## config.mk

```make
export PLATFORM = sky130hd
export DESIGN_NAME = button_debounce_long_press
export DESIGN_NICKNAME = d
export VERILOG_FILES = /design/src/sv/bdlp_pkg.sv /design/src/sv/button_debounce_long_press.sv /design/src/sv/bdlp_poll.sv
export SDC_FILE = /design/constraint.sdc
export NUM_CORES = 1
export LEC_CHECK = 0
export BUFFER_PORTS_ARGS = -buffer_cell sky130_fd_sc_hd__buf_2
export CAP_MARGIN = 10
export CORE_MARGIN = 2
export CORE_UTILIZATION = 25
export CTS_BUF_LIST = sky130_fd_sc_hd__clkbuf_4 sky130_fd_sc_hd__clkbuf_8
export CTS_CLUSTER_SIZE = 16
export DETAILED_ROUTE_END_ITERATION = 10
export HOLD_SLACK_MARGIN = 0.03
export PLACE_DENSITY = 0.45
export SLEW_MARGIN = 40
export SYNTH_ARGS = -nofsm -noshare
export SYNTH_HDL_FRONTEND = slang
export SYNTH_SLANG_ARGS = --single-unit
export TNS_END_PERCENT = 1
```

## constraint.sdc

```tcl
create_clock -name clk_i -period 11.17 [get_ports clk_i]
set_input_delay 0 -clock clk_i [delete_from_list [all_inputs] [get_ports clk_i]]
set_output_delay 0 -clock clk_i [all_outputs]
set_load 0.005 [all_outputs]
```

## src/sv/bdlp_pkg.sv

```systemverilog
`timescale 1ns / 1ps
`default_nettype none

package bdlp_pkg;

  // Stream word widths (whole bytes)
  localparam int unsigned InDataW  = 40;
  localparam int unsigned OutDataW = 8;

  // Configuration port
  localparam int unsigned CfgIdxW  = 2;
  localparam int unsigned CfgDataW = 24;

  localparam logic [CfgIdxW-1:0] REG_LOW_PRESSED = 2'd0;
  localparam logic [CfgIdxW-1:0] REG_DEBOUNCE    = 2'd1;
  localparam logic [CfgIdxW-1:0] REG_LONG_HOLD   = 2'd2;
  localparam logic [CfgIdxW-1:0] REG_LONGER_HOLD = 2'd3;

  localparam logic        RST_LOW_PRESSED = 1'b1;
  localparam logic [15:0] RST_DEBOUNCE    = 16'd20;
  localparam logic [23:0] RST_LONG_HOLD   = 24'd1000;
  localparam logic [23:0] RST_LONGER_HOLD = 24'd5000;

  typedef enum logic [1:0] {
    PH_RELEASED    = 2'd0,
    PH_DEB_PRESS   = 2'd1,
    PH_PRESSED     = 2'd2,
    PH_DEB_RELEASE = 2'd3
  } phase_e;

  typedef struct packed {
    logic        low_pressed;
    logic [15:0] debounce_time;
    logic [23:0] long_hold_time;
    logic [23:0] longer_hold_time;
  } cfg_t;

  typedef struct packed {
    logic        take_longer;
    logic        take_long;
    logic        take_press;
    logic        do_poll;
    logic [31:0] time_now;
    logic        raw_level;
  } item_t;

  typedef struct packed {
    phase_e phase_now;
    logic   longer_flag;
    logic   long_flag;
    logic   press_flag;
  } res_t;

endpackage

`default_nettype wire

```

## src/sv/button_debounce_long_press.sv

```systemverilog
`timescale 1ns / 1ps
`default_nettype none

// Channel   Dir  Handshake                      Word
// s_axis    in   s_axis_tvalid_i/tready_o       one poll / flag access request
// m_axis    out  m_axis_tvalid_o/tready_i       flags before clearing + phase
// cfg       in   cfg_valid_i/cfg_ready_o        register index + write data
//
// One word per clock while the sink keeps m_axis_tready_i high; an accepted
// word is held in the input register, passes the poll logic and is then
// registered in the result register, from which the sink takes it.
// The input register is freed whenever the result register is empty or
// being taken, so a stalled result holds one word and one more waits.
// Reset: released phase, flags clear, registers at defaults 1/20/1000/5000.
// cfg_ready_o is always high; writes take effect on the next cycle.
module button_debounce_long_press (
  input  wire logic                             clk_i,
  input  wire logic                             rst_ni,
  // [0] raw_level, [32:1] time_now, [33] do_poll, [34] take_press,
  // [35] take_long, [36] take_longer, [39:37] zero
  input  wire logic [bdlp_pkg::InDataW-1:0]     s_axis_tdata_i,
  input  wire logic                             s_axis_tvalid_i,
  output logic                                  s_axis_tready_o,
  // [0] press_flag, [1] long_flag, [2] longer_flag, [4:3] phase_now, [7:5] zero
  output logic [bdlp_pkg::OutDataW-1:0]         m_axis_tdata_o,
  output logic                                  m_axis_tvalid_o,
  input  wire logic                             m_axis_tready_i,
  input  wire logic                             cfg_valid_i,
  output logic                                  cfg_ready_o,
  input  wire logic [bdlp_pkg::CfgIdxW-1:0]     cfg_index_i,
  input  wire logic [bdlp_pkg::CfgDataW-1:0]    cfg_data_i
);

  bdlp_pkg::cfg_t  cfg_q;
  bdlp_pkg::item_t in_q;
  bdlp_pkg::res_t  out_q, res;
  logic            in_valid_q, out_valid_q;
  logic            advance, step, s_accept;

  // Configuration registers
  assign cfg_ready_o = 1'b1;

  always_ff @(posedge clk_i or negedge rst_ni) begin
    if (!rst_ni) begin
      cfg_q.low_pressed      <= bdlp_pkg::RST_LOW_PRESSED;
      cfg_q.debounce_time    <= bdlp_pkg::RST_DEBOUNCE;
      cfg_q.long_hold_time   <= bdlp_pkg::RST_LONG_HOLD;
      cfg_q.longer_hold_time <= bdlp_pkg::RST_LONGER_HOLD;
    end else if (cfg_valid_i && cfg_ready_o) begin
      case (cfg_index_i)
        bdlp_pkg::REG_LOW_PRESSED: cfg_q.low_pressed      <= cfg_data_i[0];
        bdlp_pkg::REG_DEBOUNCE:    cfg_q.debounce_time    <= cfg_data_i[15:0];
        bdlp_pkg::REG_LONG_HOLD:   cfg_q.long_hold_time   <= cfg_data_i[23:0];
        bdlp_pkg::REG_LONGER_HOLD: cfg_q.longer_hold_time <= cfg_data_i[23:0];
        default: ;
      endcase
    end
  end

  // Pipeline control: input word moves on when the result slot frees up
  assign advance         = !out_valid_q || m_axis_tready_i;
  assign step            = in_valid_q && advance;
  assign s_axis_tready_o = !in_valid_q || advance;
  assign s_accept        = s_axis_tvalid_i && s_axis_tready_o;

  always_ff @(posedge clk_i or negedge rst_ni) begin
    if (!rst_ni) begin
      in_valid_q  <= 1'b0;
      out_valid_q <= 1'b0;
    end else begin
      if (s_accept) in_valid_q <= 1'b1;
      else if (step) in_valid_q <= 1'b0;
      if (advance) out_valid_q <= in_valid_q;
    end
  end

  always_ff @(posedge clk_i) begin
    if (s_accept) in_q <= bdlp_pkg::item_t'(s_axis_tdata_i[36:0]);
    if (step) out_q <= res;
  end

  bdlp_poll u_poll (
    .clk_i  (clk_i),
    .rst_ni (rst_ni),
    .step_i (step),
    .item_i (in_q),
    .cfg_i  (cfg_q),
    .res_o  (res)
  );

  assign m_axis_tvalid_o = out_valid_q;
  assign m_axis_tdata_o  = {3'b000, out_q};

endmodule

`default_nettype wire

```

## src/sv/bdlp_poll.sv

```systemverilog
`timescale 1ns / 1ps
`default_nettype none

// Debounce / hold state and the combinational poll step.
module bdlp_poll (
  input  wire logic            clk_i,
  input  wire logic            rst_ni,
  input  wire logic            step_i,
  input  wire bdlp_pkg::item_t item_i,
  input  wire bdlp_pkg::cfg_t  cfg_i,
  output bdlp_pkg::res_t       res_o
);

  bdlp_pkg::phase_e phase_q, phase_d;
  logic        raw_seen_q, raw_seen_d;
  logic [31:0] stable_since_q, stable_since_d;
  logic [31:0] hold_start_q, hold_start_d;
  logic        hold_valid_q, hold_valid_d;
  logic        long_done_q, long_done_d;
  logic        longer_done_q, longer_done_d;
  logic [2:0]  flags_q, flags_d;

  logic        poll_en;
  logic        pressed;
  logic [31:0] since_elapsed;
  logic        stable;
  logic        acc_press, acc_release;
  logic [31:0] held;
  logic [2:0]  ev_set;
  logic [2:0]  flags_rep;

  assign poll_en = step_i & item_i.do_poll;

  // Polarity and debounce timer restart
  assign pressed        = cfg_i.low_pressed ? ~item_i.raw_level : item_i.raw_level;
  assign raw_seen_d     = pressed;
  assign stable_since_d = (pressed != raw_seen_q) ? item_i.time_now : stable_since_q;
  assign since_elapsed  = item_i.time_now - stable_since_d;
  assign stable         = since_elapsed >= {16'd0, cfg_i.debounce_time};

  // Next phase
  always_comb begin
    phase_d     = phase_q;
    acc_press   = 1'b0;
    acc_release = 1'b0;
    case (phase_q)
      bdlp_pkg::PH_RELEASED: begin
        if (raw_seen_d) phase_d = bdlp_pkg::PH_DEB_PRESS;
      end
      bdlp_pkg::PH_DEB_PRESS: begin
        if (!raw_seen_d) begin
          phase_d = bdlp_pkg::PH_RELEASED;
        end else if (stable) begin
          phase_d   = bdlp_pkg::PH_PRESSED;
          acc_press = 1'b1;
        end
      end
      bdlp_pkg::PH_PRESSED: begin
        if (!raw_seen_d) phase_d = bdlp_pkg::PH_DEB_RELEASE;
      end
      default: begin
        if (raw_seen_d) begin
          phase_d = bdlp_pkg::PH_PRESSED;
        end else if (stable) begin
          phase_d     = bdlp_pkg::PH_RELEASED;
          acc_release = 1'b1;
        end
      end
    endcase
  end

  // Hold timer and events
  assign held = item_i.time_now - hold_start_d;

  always_comb begin
    hold_start_d  = hold_start_q;
    hold_valid_d  = hold_valid_q;
    long_done_d   = long_done_q;
    longer_done_d = longer_done_q;
    ev_set        = 3'b000;
    if (acc_press) begin
      hold_start_d  = item_i.time_now;
      hold_valid_d  = 1'b1;
      long_done_d   = 1'b0;
      longer_done_d = 1'b0;
      ev_set[0]     = 1'b1;
    end
    if (acc_release) begin
      hold_start_d  = 32'd0;
      hold_valid_d  = 1'b0;
      long_done_d   = 1'b0;
      longer_done_d = 1'b0;
    end
    if (phase_d == bdlp_pkg::PH_PRESSED && hold_valid_d) begin
      if (!long_done_d && held >= {8'd0, cfg_i.long_hold_time}) begin
        long_done_d = 1'b1;
        ev_set[1]   = 1'b1;
      end
      // long-long only once long has fired, possibly in this same poll
      if (long_done_d && !longer_done_d && held >= {8'd0, cfg_i.longer_hold_time}) begin
        longer_done_d = 1'b1;
        ev_set[2]     = 1'b1;
      end
    end
  end

  assign flags_rep = item_i.do_poll ? (flags_q | ev_set) : flags_q;
  assign flags_d   = flags_rep & ~{item_i.take_longer, item_i.take_long, item_i.take_press};

  always_comb begin
    res_o.press_flag  = flags_rep[0];
    res_o.long_flag   = flags_rep[1];
    res_o.longer_flag = flags_rep[2];
    res_o.phase_now   = item_i.do_poll ? phase_d : phase_q;
  end

  always_ff @(posedge clk_i or negedge rst_ni) begin
    if (!rst_ni) begin
      phase_q        <= bdlp_pkg::PH_RELEASED;
      raw_seen_q     <= 1'b0;
      stable_since_q <= 32'd0;
      hold_start_q   <= 32'd0;
      hold_valid_q   <= 1'b0;
      long_done_q    <= 1'b0;
      longer_done_q  <= 1'b0;
      flags_q        <= 3'b000;
    end else begin
      if (poll_en) begin
        phase_q        <= phase_d;
        raw_seen_q     <= raw_seen_d;
        stable_since_q <= stable_since_d;
        hold_start_q   <= hold_start_d;
        hold_valid_q   <= hold_valid_d;
        long_done_q    <= long_done_d;
        longer_done_q  <= longer_done_d;
      end
      if (step_i) flags_q <= flags_d;
    end
  end

endmodule

`default_nettype wire

```

==> results.md <==
- Clock tree synthesis selected as its root buffer the cell sky130_fd_sc_hd__clkbuf_8.
- In the global route stage, overall resource usage came out at 14.0%.
- The cell with the biggest individual delay on the critical path is sky130_fd_sc_hd__dfstp_2.
- Among all flip-flop cells after synthesis, the most frequent one is sky130_fd_sc_hd__dfrtp_1.
- The vertical die dimension is 230 um.
- By count the netlist is led by 126 x sky130_fd_sc_hd__dfrtp_1, 117 x sky130_fd_sc_hd__ha_1, 115 x sky130_fd_sc_hd__a21oi_1, 115 x sky130_fd_sc_hd__inv_1, 100 x sky130_fd_sc_hd__nor2_1.
- For this design the static power due to leakage is 6.69 nW.
- Counting flops with an async set or reset pin after synthesis yields a share of 76.9%.
- The wire length of the first global-routing pass is 57,900 um.
- Using the TritonRoute via totals, the vias-per-cell ratio works out to 4.76.
- The largest net degree at the start of global routing is 85.
- Fill cells in the final layout number 5,377.
- The tool flagged a number of max-cap violations equal to 0.
- The final-report hold violation count is 0.
- The most common cell in the synthesized netlist is sky130_fd_sc_hd__dfrtp_1.
- The initial antenna violation count is 1.
- For the pin with the worst max-slew slack, the measured transition is 0.797 ns.
- The share of Yosys cell area claimed by the top area cell type is 24.7%.
- The clock drives 182 sinks.
- The final worst-path setup slack is 1.01 ns.
- The final count of negative-setup-slack endpoints is 0.
- The count of nets after finishing is 1,672.
- Wires add up to 36,400 um.
- On the worst path, the slowest cell contributes a delay of 0.59 ns.
- After layout, the worst path uses 91.0% of the clock period.
- The H-tree generated during clock tree synthesis spans 4 levels.
- The critical path starts at cfg_q[64].
- The path type of the worst setup path is reg2reg.
- After the first detailed-routing iteration, the DRC count stood at 473.
- On the final layout, the worst hold slack is 0.0885 ns.
- Data arrives at the worst endpoint at 10.43 ns.
- For this configuration, the core starts out at a cell density of 25.4%.
- The total clock buffers created by CTS is 17.
- The worst setup slack after placement is 0.440 ns.
- Measured in cells, the most critical reg-to-reg path has a length of 48.
- Row generation in the floorplan step produced 82 rows.
- The overall power after layout is 0.00416 W.
- Synthesis instantiated 80 different standard cells from the library.
- The total overflow left after global routing is 0.
- The total of warnings raised by yosys is 0.
- The weighted congestion at the end of routability-driven global placement is 0.849.
- The most prevalent standard cell on the critical path is sky130_fd_sc_hd__a21oi_1.
- The proportion of layout cells with a drive suffix above 1 is 15.8%.
- The flow ran to the end, and the final reports show no timing, DRC or antenna violations.
- The worst setup path is launched from a flip-flop.
- The startpoint of the lowest-slack register-to-register path is cfg_q[64].
- By area the synthesized netlist is led by sky130_fd_sc_hd__dfrtp_1 25%, sky130_fd_sc_hd__ha_1 11%, sky130_fd_sc_hd__edfxtp_1 9.9%.
- The count of buffers added on input and output ports is 74.
- Synthesis produced a netlist whose cell count is 1,352.
- The DRC violations left is 0.
- For this run, the top clock speed supported by timing is 98.4 MHz.
- Once detail routing completed, the nets flagged for antenna violations numbered 0.
- The worst-case vdd ir drop is 0.0955 mV.
- The multi-input combinational cells in the finished layout cover a total of 7380 um2.
- The sequential cell area fraction in the yosys report is 37.5%.
- The via count of the first global-routing pass is 10,390.
- The detailed router placed 10,327 vias in this run.
- The clock tree buffer depth is 2.
- The class of the worst hold path is in2async.
- Counting flops with a built-in enable in the synthesized netlist gives 42.
- The area overhead of the layout relative to synthesis is 17.9%.
- The later pin in the worst-skew pair is clocked with a latency of 0.52 ns.
- The number of pins with negative max-slew slack in the final report was 0.
- On the final layout, the worst clock skew is 0.0201 ns.
- The overall die area is 52,900 um2.
- The total area inside the core boundary comes to 50,300 um2.
- The final total negative setup slack is 0 ns.
- Setup repair after global routing left no endpoint under its margin.
- The wire length per cell is 16.8 um.
- After synthesis the netlist holds a flip-flop and latch count of 182.
- Detailed placement finished with a half-perimeter wire length of 28,100 um.
- Before antenna repair, the detailed router went through 5 iterations.
- In this run the worst path has a maximum fanout of 33.
- The total power density per cell area is 277 nW/um2.
- The cell area after synthesis is 12,800 um2.
- A synthesized cell averages 9.44 um2.
- Clock-pin slew was measured on the worst setup and hold paths at 0.11 ns.
- The register area is 4780 um2.
- The cell type contributing the most total cell area after synthesis is sky130_fd_sc_hd__dfrtp_1.
- Measured against its own limit, the worst slew margin works out to 46.6%.
- The worst endpoint required time is 11.44 ns.
- From left edge to right edge, the die measures 230 um.
- The CTS tree is done.
- For this design the top-level I/O count stands at 82.
- The kind of end point of the critical path is a flip-flop.
- The minimum period implied by the final worst setup slack is 10.16 ns.
[routing by layer]
metal  global-route usage [%]  vias to the layer above  wire (um)
met5                        0                        -          0
met4                     4.94                        0        816
met2                     22.6                      157      16700
met1                     19.3                     4991      17900
met3                     1.61                       36        934
li1                         -                     5143          -
[final timing paths]
| check | end | slack, ns |
|---|---|---|
| worst max-delay path | m_axis_tdata_o[1] | 1.01 |
| min in group clk_i | in_q[19] | 0.19 |
| worst min register to register | u_poll.flags_q[0] | 0.43 |
| worst min-delay path | cfg_q[48] | 0.09 |
| max in group asynchronous | u_poll.stable_since_q[26] | 10.01 |
| worst max register to register | m_axis_tdata_o[1] | 1.01 |
[worst max-delay path: cells and delay by family, from the launching register on]
family                   cells  cell delay (ns)
buffers and inverters        3             0.79
flip-flops                   1             0.59
XOR/XNOR                     3             0.63
AO/OA/AOI/OAI               23             3.52
adder cells (fa/ha/maj)      5             1.52
AND/OR/NAND/NOR             13             2.60
multiplexers                 1             0.26
[metrics by stage]
| stage | cell area [um2] | std cells | util (%) |
|---|---|---|---|
| 2_1_floorplan | 12800 | 1354 | - |
| 5_1_grt | 15000 | 2169 | 29.9 |
| 4_1_cts | 15000 | 2167 | 29.8 |
| 3_3_place_gp | 13900 | 2066 | 27.7 |
| 6_report | 15000 | 2169 | 29.9 |
| 3_5_place_dp | 13900 | 2067 | 27.7 |
[registers in the layout, summed over array words and instances, names as in the netlist, 2 cells and up]
name                   flops
u_poll.stable_since_q     32
in_q                      37
u_poll.flags_q             3
cfg_q                     65
m_axis_tdata_o             5
u_poll.hold_start_q       32
u_poll.phase_q             2
[report_power, final]
group | internal [W] | switching [W] | total (W)
clock | 0.000203 | 0.000269 | 0.000472
combinational | 0.00117 | 0.00153 | 0.00270
sequential | 0.000860 | 0.000132 | 0.000993
[cells by family after synthesis]
group | after synthesis | share of synthesized area, %
buffers and inverters | 167 | 5.21
AND/OR/NAND/NOR | 332 | 12.5
multiplexers | 75 | 6.55
XOR/XNOR | 61 | 4.41
flip-flops | 182 | 37.5
other | 2 | 0.0588
AO/OA/AOI/OAI | 409 | 21.7
adder cells (fa/ha/maj) | 124 | 12.1
[cells in the final DEF, fill, tap and decap left out, types with 7 or more instances in the layout]
cell and instances:
sky130_fd_sc_hd__ha_1 117, sky130_fd_sc_hd__a21oi_1 111, sky130_fd_sc_hd__nor2b_1 23, sky130_fd_sc_hd__a21o_1 51
sky130_fd_sc_hd__clkbuf_8 18, sky130_fd_sc_hd__xnor2_1 37, sky130_fd_sc_hd__nor2_1 100, sky130_fd_sc_hd__edfxtp_1 42
sky130_fd_sc_hd__a211o_1 22, sky130_fd_sc_hd__o211ai_1 18, sky130_fd_sc_hd__o21ai_0 67, sky130_fd_sc_hd__nand2b_1 16
sky130_fd_sc_hd__nand2_1 97, sky130_fd_sc_hd__nand3_1 14, sky130_fd_sc_hd__o21a_1 12, sky130_fd_sc_hd__a211oi_1 11
sky130_fd_sc_hd__and3_1 10, sky130_fd_sc_hd__buf_4 19, sky130_fd_sc_hd__nor3_1 14, sky130_fd_sc_hd__buf_2 73
sky130_fd_sc_hd__xor2_1 21, sky130_fd_sc_hd__mux2_2 68, sky130_fd_sc_hd__a22o_1 33, sky130_fd_sc_hd__dfstp_2 14
sky130_fd_sc_hd__a31oi_1 8, sky130_fd_sc_hd__and2_1 7, sky130_fd_sc_hd__inv_1 115, sky130_fd_sc_hd__dfrtp_1 126
sky130_fd_sc_hd__or3_1 9, sky130_fd_sc_hd__dlygate4sd3_1 68, sky130_fd_sc_hd__o21bai_1 11, sky130_fd_sc_hd__nand4_1 15
[repair_timing]
action / in CTS / in global routing
endpoints found under the hold margin: 187 / 0
setup endpoints to repair: 0 / 6
hold buffers: 68 / 0
gates resized for setup: 0 / 11
setup buffers: 0 / 1
[layout make-up]
| cell class | instances | area share [%] |
|---|---|---|
| Antenna cell | 1 | 0.0166 |
| Clock buffer | 18 | 1.61 |
| Clock inverter | 14 | 0.990 |
| Inverter | 115 | 2.87 |
| Multi-Input combinational cell | 1005 | 49.1 |
| Sequential cell | 182 | 31.8 |
| Tap cell | 672 | 5.59 |
| Timing Repair Buffer | 162 | 8.07 |
Note: power is estimated with default switching activity, not from simulation.
